--- src/hdl/range_bearing_frame_parser_defines.svh ---
// Assertion macros used by the range/bearing frame parser RTL.
`ifndef RANGE_BEARING_FRAME_PARSER_DEFINES_SVH
`define RANGE_BEARING_FRAME_PARSER_DEFINES_SVH

`ifndef SYNTHESIS

// Checked only while out of reset.
`define RBFP_ASSERT(lbl, clk, rst_n, prop, msg) \
    lbl: assert property (@(posedge clk) disable iff (!rst_n) prop) else $error(msg);

// Checked at every edge, reset included.
`define RBFP_ASSERT_ALWAYS(lbl, clk, prop, msg) \
    lbl: assert property (@(posedge clk) prop) else $error(msg);

`else

`define RBFP_ASSERT(lbl, clk, rst_n, prop, msg)
`define RBFP_ASSERT_ALWAYS(lbl, clk, prop, msg)

`endif

`endif

--- src/hdl/rbfp_pkg.sv ---
// Types and constants of the range/bearing frame parser.
package rbfp_pkg;

    localparam int unsigned BYTE_W     = 8;
    localparam int unsigned SLOT_W     = 2;
    localparam int unsigned ANGLE_W    = 15;
    localparam int unsigned DIST_W     = 8;
    localparam int unsigned IN_DATA_W  = 8;
    localparam int unsigned OUT_DATA_W = 32;
    localparam int unsigned RESULT_W   = SLOT_W + ANGLE_W + DIST_W;

    localparam int unsigned NUM_SLOTS = 3;

    localparam logic [BYTE_W-1:0] BYTE_START      = 8'd250;
    localparam logic [BYTE_W-1:0] BYTE_CLOSE      = 8'd255;
    localparam logic [6:0]        HUNDREDS_WEIGHT = 7'd100;

    typedef enum logic [2:0] {
        PS_IDLE     = 3'd0,
        PS_HUNDREDS = 3'd1,
        PS_UNITS    = 3'd2,
        PS_DIST     = 3'd3,
        PS_CLOSE    = 3'd4,
        PS_RESYNC   = 3'd5
    } parse_state_t;

    typedef struct packed {
        logic [DIST_W-1:0]  distance;
        logic [ANGLE_W-1:0] angle;
        logic [SLOT_W-1:0]  slot;
    } result_t;

    // Handshake between the parser and the result register.
    typedef struct packed {
        logic    valid;
        result_t data;
    } result_xfer_t;

endpackage

--- src/hdl/rbfp_parser.sv ---
// Input byte register and frame state machine of the range/bearing frame parser.
`include "range_bearing_frame_parser_defines.svh"

module rbfp_parser
(
    input  logic                                clk,
    input  logic                                rst_n,
    input  logic                                in_valid,
    output logic                                in_ready,
    input  logic [rbfp_pkg::BYTE_W-1:0]         in_byte,
    output rbfp_pkg::result_xfer_t              result,
    input  logic                                result_ready
);

    logic                               in_valid_reg;
    logic                               in_valid_next;
    logic [rbfp_pkg::BYTE_W-1:0]        byte_reg;
    rbfp_pkg::parse_state_t             state_reg;
    rbfp_pkg::parse_state_t             state_next;
    logic [rbfp_pkg::BYTE_W-1:0]        hundreds_reg;
    logic [rbfp_pkg::ANGLE_W-1:0]       angle_reg;
    logic [rbfp_pkg::ANGLE_W-1:0]       angle_next;
    logic [rbfp_pkg::DIST_W-1:0]        distance_reg;
    logic [rbfp_pkg::SLOT_W-1:0]        slot_reg;
    logic [rbfp_pkg::SLOT_W-1:0]        slot_next;
    logic [4:0]                         slot_inc;
    logic                               consume;
    logic                               emit;
    logic                               load_hundreds;
    logic                               load_angle;
    logic                               load_distance;
    logic                               slot_clear;
    logic                               slot_advance;
    logic                               is_close;
    logic                               is_start;

    // Advance the held byte only when the result register can take a result, emitted or not.
    assign consume   = in_valid_reg && result_ready;
    assign in_ready  = !in_valid_reg || consume;
    assign is_close  = (byte_reg == rbfp_pkg::BYTE_CLOSE);
    assign is_start  = (byte_reg == rbfp_pkg::BYTE_START);

    always_comb
    begin
        if (in_ready)
        begin
            in_valid_next = in_valid;
        end
        else
        begin
            in_valid_next = in_valid_reg;
        end
    end

    always_ff @(posedge clk or negedge rst_n)
    begin
        if (!rst_n)
        begin
            in_valid_reg <= 1'b0;
        end
        else
        begin
            in_valid_reg <= in_valid_next;
        end
    end

    always_ff @(posedge clk)
    begin
        if (in_valid && in_ready)
        begin
            byte_reg <= in_byte;
        end
    end

    // Next state
    always_comb
    begin
        state_next = state_reg;
        if (consume)
        begin
            case (state_reg)
                rbfp_pkg::PS_HUNDREDS: state_next = rbfp_pkg::PS_UNITS;
                rbfp_pkg::PS_UNITS:    state_next = rbfp_pkg::PS_DIST;
                rbfp_pkg::PS_DIST:     state_next = rbfp_pkg::PS_CLOSE;
                rbfp_pkg::PS_CLOSE:
                begin
                    if (is_close)
                    begin
                        state_next = rbfp_pkg::PS_IDLE;
                    end
                end
                rbfp_pkg::PS_RESYNC:
                begin
                    if (is_close)
                    begin
                        state_next = rbfp_pkg::PS_IDLE;
                    end
                end
                default:
                begin
                    if (is_start)
                    begin
                        state_next = rbfp_pkg::PS_HUNDREDS;
                    end
                    else if (is_close)
                    begin
                        state_next = rbfp_pkg::PS_RESYNC;
                    end
                    else
                    begin
                        state_next = rbfp_pkg::PS_IDLE;
                    end
                end
            endcase
        end
    end

    // Outputs of the state machine
    always_comb
    begin
        emit          = 1'b0;
        load_hundreds = 1'b0;
        load_angle    = 1'b0;
        load_distance = 1'b0;
        slot_clear    = 1'b0;
        slot_advance  = 1'b0;
        if (consume)
        begin
            case (state_reg)
                rbfp_pkg::PS_HUNDREDS: load_hundreds = 1'b1;
                rbfp_pkg::PS_UNITS:    load_angle    = 1'b1;
                rbfp_pkg::PS_DIST:     load_distance = 1'b1;
                rbfp_pkg::PS_CLOSE:
                begin
                    emit         = is_close;
                    slot_advance = is_close;
                end
                rbfp_pkg::PS_RESYNC:   slot_clear    = is_close;
                default:
                begin
                    emit = 1'b0;
                end
            endcase
        end
    end

    assign angle_next = rbfp_pkg::ANGLE_W'({7'd0, hundreds_reg}
                                           * {8'd0, rbfp_pkg::HUNDREDS_WEIGHT})
                      + rbfp_pkg::ANGLE_W'(byte_reg);

    // Wrap at the slot count, then keep the low bits of the output width.
    assign slot_inc = {3'd0, slot_reg} + 5'd1;

    always_comb
    begin
        if (slot_clear)
        begin
            slot_next = '0;
        end
        else if (slot_advance)
        begin
            if (slot_inc >= 5'(rbfp_pkg::NUM_SLOTS))
            begin
                slot_next = '0;
            end
            else
            begin
                slot_next = slot_inc[rbfp_pkg::SLOT_W-1:0];
            end
        end
        else
        begin
            slot_next = slot_reg;
        end
    end

    always_ff @(posedge clk or negedge rst_n)
    begin
        if (!rst_n)
        begin
            state_reg <= rbfp_pkg::PS_IDLE;
            slot_reg  <= '0;
        end
        else
        begin
            state_reg <= state_next;
            slot_reg  <= slot_next;
        end
    end

    always_ff @(posedge clk)
    begin
        if (load_hundreds)
        begin
            hundreds_reg <= byte_reg;
        end
        if (load_angle)
        begin
            angle_reg <= angle_next;
        end
        if (load_distance)
        begin
            distance_reg <= byte_reg;
        end
    end

    assign result.valid         = emit;
    assign result.data.slot     = slot_reg;
    assign result.data.angle    = angle_reg;
    assign result.data.distance = distance_reg;

    `RBFP_ASSERT(a_slot_in_range, clk, rst_n,
        ({3'd0, slot_reg} < 5'(rbfp_pkg::NUM_SLOTS)) || (rbfp_pkg::NUM_SLOTS > 4),
        "slot index left its range")
    `RBFP_ASSERT(a_resync_clears_slot, clk, rst_n,
        (consume && state_reg == rbfp_pkg::PS_RESYNC && is_close) |=>
        (state_reg == rbfp_pkg::PS_IDLE && slot_reg == '0),
        "resync close did not clear slot")
    `RBFP_ASSERT(a_emit_returns_idle, clk, rst_n,
        emit |=> (state_reg == rbfp_pkg::PS_IDLE),
        "frame close did not return to idle")
    `RBFP_ASSERT(a_stall_holds_byte, clk, rst_n,
        (in_valid_reg && !consume) |=>
        (in_valid_reg && $stable(byte_reg) && $stable(state_reg)),
        "stalled byte was lost or state moved")

endmodule

--- src/hdl/rbfp_out_stage.sv ---
// Result register of the range/bearing frame parser, driving the master stream.
module rbfp_out_stage
(
    input  logic                                clk,
    input  logic                                rst_n,
    input  rbfp_pkg::result_xfer_t              result,
    output logic                                result_ready,
    output logic                                out_valid,
    input  logic                                out_ready,
    output logic [rbfp_pkg::OUT_DATA_W-1:0]     out_data
);

    logic                   out_valid_reg;
    logic                   out_valid_next;
    rbfp_pkg::result_t      data_reg;
    logic                   load;

    // Free when empty or when the held transfer completes this cycle.
    assign result_ready = !out_valid_reg || out_ready;
    assign load         = result.valid && result_ready;

    always_comb
    begin
        if (load)
        begin
            out_valid_next = 1'b1;
        end
        else if (out_ready)
        begin
            out_valid_next = 1'b0;
        end
        else
        begin
            out_valid_next = out_valid_reg;
        end
    end

    always_ff @(posedge clk or negedge rst_n)
    begin
        if (!rst_n)
        begin
            out_valid_reg <= 1'b0;
        end
        else
        begin
            out_valid_reg <= out_valid_next;
        end
    end

    always_ff @(posedge clk)
    begin
        if (load)
        begin
            data_reg <= result.data;
        end
    end

    assign out_valid = out_valid_reg;
    assign out_data  = {{(rbfp_pkg::OUT_DATA_W - rbfp_pkg::RESULT_W){1'b0}}, data_reg};

endmodule

--- src/hdl/range_bearing_frame_parser.sv ---
// Top level of the range/bearing frame parser.
//
//  Channel   Dir  Payload (tdata, lowest bit first)
//  s_axis    in   rx_byte[7:0]
//  m_axis    out  slot[1:0], angle[16:2], distance[24:17], zero[31:25]
//
// One byte per cycle while m_axis_tready stays high; a result is valid on m_axis after its
// closing byte transfers in and passes the input byte register, then the result register.
// The frame state machine and one 8x7 multiply sit between the two registers.
// rst_n clears the byte and result valid flags, the parse state and the slot.
// While m_axis stalls with a result held, one more byte waits in the input
// register and s_axis then drops tready.
module range_bearing_frame_parser
(
    input  logic                                clk,
    input  logic                                rst_n,
    input  logic                                s_axis_tvalid,
    output logic                                s_axis_tready,
    input  logic [rbfp_pkg::IN_DATA_W-1:0]      s_axis_tdata,   // rx_byte[7:0]
    output logic                                m_axis_tvalid,
    input  logic                                m_axis_tready,
    output logic [rbfp_pkg::OUT_DATA_W-1:0]     m_axis_tdata    // slot, angle, distance
);

    rbfp_pkg::result_xfer_t result;
    logic                   result_ready;

    rbfp_parser u_parser
    (
        .clk          (clk),
        .rst_n        (rst_n),
        .in_valid     (s_axis_tvalid),
        .in_ready     (s_axis_tready),
        .in_byte      (s_axis_tdata),
        .result       (result),
        .result_ready (result_ready)
    );

    rbfp_out_stage u_out_stage
    (
        .clk          (clk),
        .rst_n        (rst_n),
        .result       (result),
        .result_ready (result_ready),
        .out_valid    (m_axis_tvalid),
        .out_ready    (m_axis_tready),
        .out_data     (m_axis_tdata)
    );

endmodule
--- config.mk ---
export PLATFORM = sky130hd
export DESIGN_NAME = range_bearing_frame_parser
export DESIGN_NICKNAME = d
export VERILOG_FILES = /design/src/hdl/rbfp_pkg.sv /design/src/hdl/rbfp_parser.sv /design/src/hdl/rbfp_out_stage.sv /design/src/hdl/range_bearing_frame_parser.sv
export VERILOG_INCLUDE_DIRS = /design/src /design/src/hdl
export SDC_FILE = /design/constraint.sdc
export NUM_CORES = 1
export LEC_CHECK = 0
export BUFFER_PORTS_ARGS = -buffer_cell sky130_fd_sc_hd__buf_2
export CELL_PAD_IN_SITES_DETAIL_PLACEMENT = 0
export CELL_PAD_IN_SITES_GLOBAL_PLACEMENT = 2
export CORE_MARGIN = 5
export CORE_UTILIZATION = 36
export CTS_CLUSTER_SIZE = 40
export DETAILED_ROUTE_END_ITERATION = 7
export PLACE_DENSITY_LB_ADDON = 0.1
export SLEW_MARGIN = 20
export SYNTH_ARGS = -nofsm -noshare
export SYNTH_HDL_FRONTEND = slang
export SYNTH_SLANG_ARGS = --single-unit
--- constraint.sdc ---
create_clock -name clk -period 3.48 [get_ports clk]
set_input_delay 0.174 -clock clk [delete_from_list [all_inputs] [get_ports clk]]
set_output_delay 0.174 -clock clk [all_outputs]
set_load 0.02 [all_outputs]
After elaboration in Yosys (flattened, before gate mapping)
Index checks and enable logic that the tools add are counted.

Register bits: 71. Output and inout port bits: 34. Logic and storage cells: 53.

Add/sub/neg operators: 2. Multiply operators: 1. Order comparisons: 1. Equality and inequality tests: 8. Multiplexer cells: 19. Reduce and logical (&&, ||, !) cells: 11.

Operators with widths (count): $eq 8x8->1 const B (2); $add 15x8->15 (1); $mul 8x5->13 const B (1); $mux 1 (12); $pmux 3 s4 (1); $mux 3 (3); $eq 3x2->1 const B (2); $eq 3x3->1 const B (2); $mux 2 (3); $ge 5x2->1 const B (1); $reduce_bool 2->1 (2); $add 2x1->3 const B (1); $eq 3x1->1 const B (1); $logic_and 1x1->1 (3); $logic_not 1->1 (2); $logic_or 1x1->1 (2); $ne 2x1->1 const B (1); $reduce_and 2->1 (1); $reduce_or 2->1 (1).

Longest topological paths before layout
Gate-level depths: netlist of the first run.

Depth after elaboration: 6. Depth in mapped cells: 12.

Modules after synthesis
Synthesis of the first run repeated with hierarchy kept, for this count alone.

Cells, all modules: 244. Area total of the unflattened synthesis: 3482.1 µm².

Modules (own cells, without submodules): rbfp_parser (instances 1, cells each 207, area an instance 2621.3 µm², seq. area each 1321.3 µm²); rbfp_out_stage (instances 1, cells each 37, area an instance 860.8 µm², seq. area each 775.7 µm²).

Worst setup path before layout of the first run
Ideal clock, no wire load.

Path type: flip-flop to flip-flop. Start: reg u_parser.hundreds_reg[1] (netlist name). End: reg u_parser.angle_reg[14] (netlist name) (data pin). Arrival time: 3.095 ns. Required time: 3.220 ns. Slack: 0.125 ns. Cell stages (with the launch flop): 13. Path buffers: 0. Path through: edfxtp_1 -> ha_1 -> ha_1 -> ha_1 -> inv_1 -> fa_1 -> inv_1 -> ha_1 -> o2111ai_1 -> a31o_1 -> or2_4 -> nor3_2 -> xnor2_1.

Longest elaborated chain between the ends: 2.

RTL lines: start, declared (line rbfp_parser.sv:20) `logic [rbfp_pkg::BYTE_W-1:0] hundreds_reg;`; start signal, assigned (line rbfp_parser.sv:195) `hundreds_reg <= byte_reg;`; $mul 8x5->13 (line rbfp_parser.sv:148) `* {8'd0, rbfp_pkg::HUNDREDS_WEIGHT})`; $add 15x8->15 (line rbfp_parser.sv:149) `+ rbfp_pkg::ANGLE_W'(byte_reg);`; net u_parser.angle_next (one bit) (line rbfp_parser.sv:22) `logic [rbfp_pkg::ANGLE_W-1:0] angle_next;`; end signal, assigned (line rbfp_parser.sv:199) `angle_reg <= angle_next;`; end, declared (line rbfp_parser.sv:21) `logic [rbfp_pkg::ANGLE_W-1:0] angle_reg;`.

The timed path passes the listed nets, and every way through them passes these cells. A chain may end at the register's enable or synchronous reset.

Worst setup path in the final report of the first run
Ends and elaborated chain as after synthesis.

==> flow_metrics.py, run 1 <==
metrics = {
    "critical_path": {
        "critPathCaptureType": "flop",
        "worstRegToRegCells": 12,
        "required_ns": 3.56,
        "critical_path_arrival_ns": 3.39,
        "worst_setup_path_start_kind": "flop",
        "r2r_end": "u_parser.angle_reg[14]",
        "regToRegStartpoint": "u_parser.hundreds_reg[1]",
        "worstSetupPathType": "flop to flop",
        "crit_path_max_fanout": 3,
        "r2r_setup_slack_ns": 0.17,
    },
    "run_status": {
        "status": "finished, final reports clean",
    },
    "worst_hold_path": {
        "hold_depth": 1,
        "hp-class": "input pin to flop",
        "worstHoldEndpoint": "u_parser.byte_reg[0]",
        "hold_start": "s_axis_tdata[0]",
    },
    "logic_synthesis": {
        "async_reset_ff_frac": 0.0986,
        "synth_seq_cells": 71,
        "synth_cell_types": 50,
        "ys_seq_area_frac": 0.611,
        "yosysMostFrequentCell": "edfxtp_1",
        "synth.largest_area_cell": "edfxtp_1",
        "ys.flop_type": "edfxtp_1",
        "synthTopCellsByArea": "edfxtp_1, ha_1, dfrtp_1",
        "yosys-top-cells-count": "edfxtp_1, ha_1, inv_1, nor2_1",
        "synth-edff-count": 64,
        "yosysTopAreaCellShare": 0.560,
        "synthCells": 240,
        "synth_area_um2": 3430,
        "ys_warn_count": 0,
        "synth.avg_cell_area_um2": 14.3,
    },
    "floorplan": {
        "core-area_um2": 9280,
        "die-area_um2": 11600,
        "num_io_pins": 46,
        "rows": 35,
        "fp.dieH_um": 108,
        "start_util": 0.370,
        "chipWidth_um": 108,
    },
    "cts": {
        "cts_root_buf": "clkbuf_8",
        "cts_tree": "done",
        "clock_latency_ns": 0.33,
        "htreeDepth": 3,
        "clk_pin_slew_ns": 0.08,
        "cts_inserted_buffers": 9,
        "cts_sinks": 71,
        "max-clock-path-buffers": 2,
    },
    "cells_and_area": {
        "drive_above_1_share": 0.248,
        "fillers": 870,
        "largest_register_ffs": 25,
        "num_antenna_cells": 0,
        "nets": 349,
        "area_growth_pct": 21.2,
    },
    "placement": {
        "io_buffers": 38,
        "dp_hpwl_um": 4260,
        "place_congestion": 0.741,
        "place_ws_ns": 0.0228,
    },
    "power_and_ir_drop": {
        "peakVddDrop_uv": 258,
        "p_per_area_nw_per_um2": 668,
        "p_leak_nw": 1.69,
    },
    "routing": {
        "ant_nets": 0,
        "vias_per_cell": 4.41,
        "finalWirelength_um": 5700,
        "drcViolationCount": 0,
        "wl_per_cell_um": 13.2,
        "first_pass_iters": 4,
        "vias": 1906,
        "drtIter0Drc": 64,
    },
    "timing": {
        "setup-tns-final_ns": 0,
        "finalClockSkew_ns": 0.0102,
        "timing.fmax_ghz": 0.302,
        "final_max_slew_viol_count": 0,
        "setup_viol": 0,
        "rsz0062_at_grt": "no",
        "finalHoldViolations": 0,
        "layout_setup_ws_ns": 0.170,
        "period_share": 0.951,
        "min_period_ns": 3.31,
    },
    "grt": {
        "grt_first_pass_wirelength_um": 9430,
        "grt_pass1_vias": 1928,
        "grt_antenna_before_repair": 0,
        "grt_max_degree": 26,
        "grt_usage": 0.105,
        "grt-ovfl-total": 0,
    },
    "run": {
        "drv_cap": 0,
    },
}
[kinds of logic after synthesis]
group | count (synthesis) | synth area share
buffers and inverters | 24 | 0.0346
DFF | 71 | 0.611
and+or+nand+nor | 57 | 0.0966
AOI/OAI and AO/OA | 28 | 0.0536
other | 1 | 0.00109
muxes | 2 | 0.00620
adders and majority gates | 39 | 0.151
xor gates and xnor gates | 18 | 0.0459
[layer usage]
| metal | up-vias | share of wire | global-route usage |
|---|---|---|---|
| li1 | 988 | - | - |
| met1 | 877 | 0.51 | 0.149 |
| met2 | 36 | 0.44 | 0.155 |
| met3 | 5 | 0.039 | 0.0252 |
| met4 | 0 | 0.012 | 0.0433 |
| met5 | - | 0 | 0 |
[stage by stage]
stage	util	hold slack [ns]	std cells	power [mW]	cell area (um^2)
final	0.448	0.0186	432	2.78	4160
after global placement	0.409	0.0200	409	1.96	3790
after CTS	0.440	0.000365	429	2.78	4090
after detailed placement	0.409	0.0237	409	1.96	3790
after global routing	0.448	0.00117	432	2.98	4160
after floorplan	-	-0.122	246	1.77	3450
[layout make-up]
cell class                      instances  area, um^2  share of cell area
Clock buffer                            9         124              0.0298
Clock inverter                          7         128              0.0307
Inverter                               14        52.6              0.0126
Multi-Input combinational cell        151        1290               0.311
Sequential cell                        71        2100               0.504
Tap cell                              129         161              0.0388
Timing Repair Buffer                   51         303              0.0728
[cell usage in the layout (no fill, tap or decap), types with 2 or more instances in the layout]
| master | n |
|---|---|
| conb_1 | 7 |
| ha_1 | 32 |
| nor2_2 | 2 |
| nor3_1 | 4 |
| xor2_1 | 9 |
| and2_1 | 2 |
| and3_1 | 4 |
| o21ai_0 | 8 |
| a21o_1 | 2 |
| ha_4 | 3 |
| a21oi_2 | 2 |
| inv_1 | 14 |
| buf_2 | 38 |
| nand2_1 | 7 |
| xnor2_1 | 9 |
| dlygate4sd3_1 | 6 |
| nor2_1 | 12 |
| dfrtp_1 | 7 |
| bufinv_16 | 3 |
| buf_4 | 7 |
| nand3_1 | 3 |
| edfxtp_1 | 64 |
| nand4_1 | 2 |
| inv_6 | 2 |
| a21oi_1 | 6 |
| clkbuf_8 | 9 |
| fa_1 | 4 |
| nand2b_1 | 6 |
[worst max-delay path by stage]
stage / startpoint / end / slack (ns) / depth (start not counted)
global placement: u_parser.hundreds_reg[1] / u_parser.angle_reg[14] / 0.07 / 12
CTS: u_parser.hundreds_reg[1] / u_parser.angle_reg[14] / 0.01 / 12
floorplan: u_parser.hundreds_reg[1] / u_parser.angle_reg[14] / 0.12 / 12
finish: u_parser.hundreds_reg[1] / u_parser.angle_reg[14] / 0.17 / 12
detailed placement: u_parser.hundreds_reg[1] / u_parser.angle_reg[14] / 0.02 / 12
global route: u_parser.hundreds_reg[1] / u_parser.angle_reg[14] / 0.03 / 12
[what timing repair did]
| action | CTS | global route |
|---|---|---|
| gates resized for setup | 0 | 5 |
| buffers inserted | 0 | 1 |
| setup endpoints to repair | 0 | 1 |
| hold endpoints to repair | 10 | 2 |
| hold buffers | 4 | 2 |
[where the power goes]
group | leakage (nW) | switching, mW | internal, mW | total [mW]
registers | 0.682 | 0.0830 | 1.10 | 1.18
clock network | 0.126 | 0.327 | 0.487 | 0.814
logic | 0.880 | 0.428 | 0.354 | 0.783
total | 1.69 | 0.838 | 1.94 | 2.78
[critical path, stage by stage, from the launching register on]
cell       delay [ns]
edfxtp_1         0.43
ha_1             0.35
ha_4             0.26
ha_4             0.26
inv_1            0.05
fa_1             0.52
inv_1            0.06
ha_4             0.27
o2111ai_1        0.12
a31o_1           0.22
or2_4            0.27
nor3_4           0.18
xnor2_1          0.08
No activity file was read; power rests on OpenSTA's default activity.
==> run 2: changes to the inputs <==
Settings changed: REMOVE_ABC_BUFFERS from default to 1.
==> flow_metrics.py, run 2 (synthesis results as in run 1) <==
metrics = {
    "routing": {
        "met2_length_um": 2510,
        "vias": 1890,
        "first_pass_iters": 4,
        "finalWirelength_um": 5700,
        "ant_nets": 0,
        "drtIter0Drc": 54,
        "drcViolationCount": 0,
        "highest_layer": "met4",
        "dr_wl_met3_um": 239,
        "wl_per_cell_um": 13.1,
        "wl_met1_um": 2870,
        "vias_per_cell": 4.35,
    },
    "critical_path": {
        "required_ns": 3.56,
        "critPathCaptureType": "flop",
        "crit_path_start": "u_parser.hundreds_reg[2]",
        "critical_path_arrival_ns": 3.40,
        "worstSetupPathType": "flop to flop",
        "crit_path_max_fanout": 3,
        "worst_setup_path_start_kind": "flop",
        "regToRegStartpoint": "u_parser.hundreds_reg[2]",
        "r2r_setup_slack_ns": 0.17,
    },
    "timing": {
        "final_max_slew_viol_count": 0,
        "timing.fmax_ghz": 0.302,
        "rsz0062_at_grt": "no",
        "layout_setup_ws_ns": 0.168,
        "setup_viol": 0,
        "setup-tns-final_ns": 0,
        "finalClockSkew_ns": 0.0105,
        "holdWs_ns": 0.0181,
        "finalHoldViolations": 0,
        "min_period_ns": 3.31,
        "period_share": 0.952,
    },
    "grt": {
        "grt_max_degree": 26,
        "grt_first_pass_wirelength_um": 9360,
        "grt_pass1_vias": 1893,
        "grt-ovfl-total": 0,
        "grt_antenna_before_repair": 0,
        "grt_usage": 0.105,
    },
    "floorplan": {
        "start_util": 0.370,
        "num_io_pins": 46,
        "rows": 35,
        "die-area_um2": 11600,
        "fp.dieH_um": 108,
        "core-area_um2": 9280,
        "chipWidth_um": 108,
    },
    "worst_hold_path": {
        "hold_start": "s_axis_tdata[5]",
        "hp-class": "input pin to flop",
    },
    "cells_and_area": {
        "nets": 351,
        "drive_above_1_share": 0.249,
        "num_antenna_cells": 0,
        "largest_register_ffs": 25,
        "area.sequential_um2": 2100,
        "layout_commonest_cell": "edfxtp_1",
        "fillers": 873,
        "area_growth_pct": 22.0,
        "mostFrequentLayoutCells": "edfxtp_1, buf_2, ha_1",
        "multi_input_area_um2": 1300,
    },
    "cts": {
        "cts_sinks": 71,
        "clock_latency_ns": 0.34,
        "cts_tree": "done",
        "cts_root_buf": "clkbuf_8",
        "max-clock-path-buffers": 2,
        "cts_inserted_buffers": 9,
        "clk_pin_slew_ns": 0.08,
        "htreeDepth": 3,
    },
    "placement": {
        "place_ws_ns": 0.00751,
        "io_buffers": 38,
        "place_congestion": 0.750,
        "dp_hpwl_um": 4280,
    },
    "power_and_ir_drop": {
        "p_per_area_nw_per_um2": 666,
        "p_leak_nw": 1.70,
        "peakVddDrop_uv": 281,
    },
    "run": {
        "drv_cap": 0,
    },
    "run_status": {
        "status": "finished, final reports clean",
    },
}
## run 2: changes by cell type in the layout (fill, tap and decap cells not counted), sizes merged
cell,change
dlygate4sd3,+2
## run 2: critical path: stages (launching register included)
cell	delay, ns
edfxtp_1	0.40
ha_1	0.36
ha_4	0.26
ha_4	0.27
inv_1	0.05
fa_1	0.53
inv_1	0.06
ha_4	0.28
o2111ai_2	0.12
a31o_1	0.21
or2_4	0.27
nor3_4	0.18
xnor2_1	0.07
## run 2: where the power goes
| part | internal [mW] | total, mW | switching (mW) | leakage (nW) |
|---|---|---|---|---|
| Sequential | 1.10 | 1.18 | 0.0807 | 0.682 |
| Combinational | 0.360 | 0.798 | 0.438 | 0.889 |
| Clock | 0.487 | 0.808 | 0.321 | 0.126 |
## run 2: worst paths after layout
kind,to,depth (start not counted)
max,u_parser.angle_reg[14],12
min in group asynchronous,u_parser.slot_reg[0],2
max in group asynchronous,u_parser.slot_reg[1],2
min,u_parser.byte_reg[5],1
min reg2reg,u_out_stage.out_data[15],0
max reg2reg,u_parser.angle_reg[14],12
## run 2: per-stage QoR
step           power (mW)  instances  utilization  area (um^2)
3_5_place_dp         1.96        409        0.409         3790
5_1_grt              3.00        434        0.451         4190
6_report             2.79        434        0.451         4190
2_1_floorplan        1.75        236            -         3390
3_3_place_gp         1.96        409        0.409         3790
4_1_cts              2.79        433        0.444         4130
## run 2: final cells by class
class,count,share of cell area
Tap cell,129,0.0386
Timing Repair Buffer,53,0.0771
Clock buffer,9,0.0296
Multi-Input combinational cell,151,0.311
Sequential cell,71,0.501
Inverter,14,0.0126
Clock inverter,7,0.0305
## run 2: repair_timing
item / 4_1_cts / 5_1_grt
buffers inserted: 0 / 1
hold buffers: 8 / 0
resized for setup: 0 / 6
setup endpoints to repair: 0 / 2
endpoints found under the hold margin: 14 / 0
## run 2: layer usage
| metal | vias to the layer above | GRT usage |
|---|---|---|
| met5 | - | 0 |
| met4 | 0 | 0.0406 |
| met3 | 8 | 0.0288 |
| met2 | 42 | 0.153 |
| met1 | 845 | 0.148 |
| li1 | 995 | - |
==> run 3: changes to the inputs <==
Settings changed: HOLD_SLACK_MARGIN from default to 0.02, PLACE_DENSITY from default to 0.74, PLACE_DENSITY_LB_ADDON 0.1 to default.
==> flow_metrics.py, run 3 (synthesis results as in run 1) <==
metrics = {
    "cts": {
        "cts_root_buf": "clkbuf_8",
        "clock_latency_ns": 0.34,
        "htreeDepth": 3,
        "max-clock-path-buffers": 2,
        "clk_pin_slew_ns": 0.08,
        "cts_sinks": 71,
        "cts_tree": "done",
        "cts_inserted_buffers": 9,
    },
    "timing": {
        "timing.fmax_ghz": 0.299,
        "finalClockSkew_ns": 0.0120,
        "min_period_ns": 3.34,
        "finalHoldViolations": 0,
        "period_share": 0.960,
        "setup-tns-final_ns": 0,
        "final_max_slew_viol_count": 0,
        "setup_viol": 0,
    },
    "power_and_ir_drop": {
        "swShare": 0.316,
        "peakVddDrop_uv": 230,
        "seqPwrFrac": 0.449,
        "p_leak_nw": 1.67,
        "p_switching_uw": 831,
        "p_per_area_nw_per_um2": 625,
        "pwr-share-comb": 0.323,
        "p_int_mw": 1.80,
        "power_frac_clock": 0.228,
    },
    "grt": {
        "grt-ovfl-total": 0,
        "use_met3": 0.0234,
        "grt_pass1_vias": 1891,
        "grt_usage": 0.101,
        "grt_first_pass_wirelength_um": 9110,
        "use_met2": 0.151,
        "grt_antenna_before_repair": 0,
        "grtUsageMet1": 0.141,
        "grt_max_degree": 26,
        "grt_busiest_layer": "met2",
    },
    "cells_and_area": {
        "largest_register_ffs": 25,
        "area_growth_pct": 22.5,
        "nets": 354,
        "mostFrequentLayoutCells": "edfxtp_1, buf_2, ha_1",
        "layout_commonest_cell": "edfxtp_1",
        "drive_above_1_share": 0.276,
        "utilization": 0.453,
        "num_antenna_cells": 0,
        "fillers": 861,
    },
    "routing": {
        "drtIter0Drc": 63,
        "vias_per_cell": 4.46,
        "ant_nets": 0,
        "vias": 1950,
        "finalWirelength_um": 5610,
        "first_pass_iters": 4,
        "drcViolationCount": 0,
        "wl_per_cell_um": 12.8,
    },
    "placement": {
        "dp_hpwl_um": 4140,
        "io_buffers": 38,
        "place_congestion": 0.689,
    },
    "floorplan": {
        "fp.dieH_um": 108,
        "rows": 35,
        "num_io_pins": 46,
        "start_util": 0.370,
        "chipWidth_um": 108,
        "core-area_um2": 9280,
        "die-area_um2": 11600,
    },
    "critical_path": {
        "critPathCaptureType": "flop",
        "required_ns": 3.56,
        "worstSetupPathType": "flop to flop",
        "crit_path_max_fanout": 4,
        "critical_path_arrival_ns": 3.42,
        "worst_setup_path_start_kind": "flop",
    },
    "run": {
        "drv_cap": 0,
    },
    "worst_hold_path": {
        "hp-class": "input pin to flop",
    },
    "run_status": {
        "status": "finished, final reports clean",
    },
}
==> run 3: final cells by class <==
cell class	instances	area, um^2	share of cell area
multi-input cells	151	1360	0.324
flip-flops and latches	71	2100	0.499
clock inverters	4	28.8	0.00684
well taps	129	161	0.0384
clock buffers	12	155	0.0369
repair buffers	56	348	0.0827
inverters	14	52.6	0.0125
==> run 3: layer usage <==
metal	wire length [um]	vias up	part of all wire
met1	2780	899	0.50
li1	-	999	-
met4	102	0	0.018
met3	221	8	0.039
met2	2510	44	0.45
met5	0	-	0
==> run 3: worst max-delay path: stages (launching register included) <==
cell      delay [ns]
edfxtp_1        0.44
buf_4           0.16
buf_4           0.13
ha_1            0.31
ha_4            0.28
fa_1            0.44
ha_4            0.31
nand2b_1        0.07
a21oi_2         0.20
xor2_1          0.20
nand4_1         0.17
buf_4           0.19
nor3_4          0.12
xnor2_1         0.08
==> run 3: final timing paths <==
path,from,end,slack [ns],depth (start not counted)
worst min register to register,u_parser.angle_reg[1],u_out_stage.out_data[3],0.42,0
min in group asynchronous,rst_n,u_parser.slot_reg[0],0.19,2
max in group asynchronous,rst_n,u_parser.slot_reg[1],3.13,2
worst max register to register,u_parser.hundreds_reg[2],u_parser.angle_reg[14],0.14,13
worst min-delay path,s_axis_tvalid,u_parser.in_valid_reg,0.04,2
worst max-delay path,u_parser.hundreds_reg[2],u_parser.angle_reg[14],0.14,13
==> run 3: through the flow <==
step	instance area, um^2	total power [mW]	instances	setup slack, ns	hold slack, ns
2_1_floorplan	3390	1.75	236	0.125	-0.122
3_5_place_dp	3800	1.95	410	0.0339	0.0188
5_1_grt	4210	2.82	437	-0.00388	0.0333
4_1_cts	4080	2.56	435	0.0155	0.0338
3_3_place_gp	3800	1.94	410	0.100	0.0190
6_report	4210	2.63	437	0.141	0.0380
==> run 3: timing repair <==
item / 4_1_cts / 5_1_grt
hold endpoints to repair: 15 / 0
resized for setup: 0 / 14
setup buffers: 0 / 2
endpoints found under the setup margin: 0 / 4
hold buffers: 9 / 0
==> run 3: power by group through the flow <==
stage          registers, mW  logic [mW]  clock network (mW)
6_report                1.18       0.850               0.600
5_1_grt                 1.20       0.964               0.664
4_1_cts                 1.18       0.761               0.619
3_5_place_dp            1.20       0.747                   0
3_3_place_gp            1.19       0.751                   0
2_1_floorplan           1.17       0.577                   0
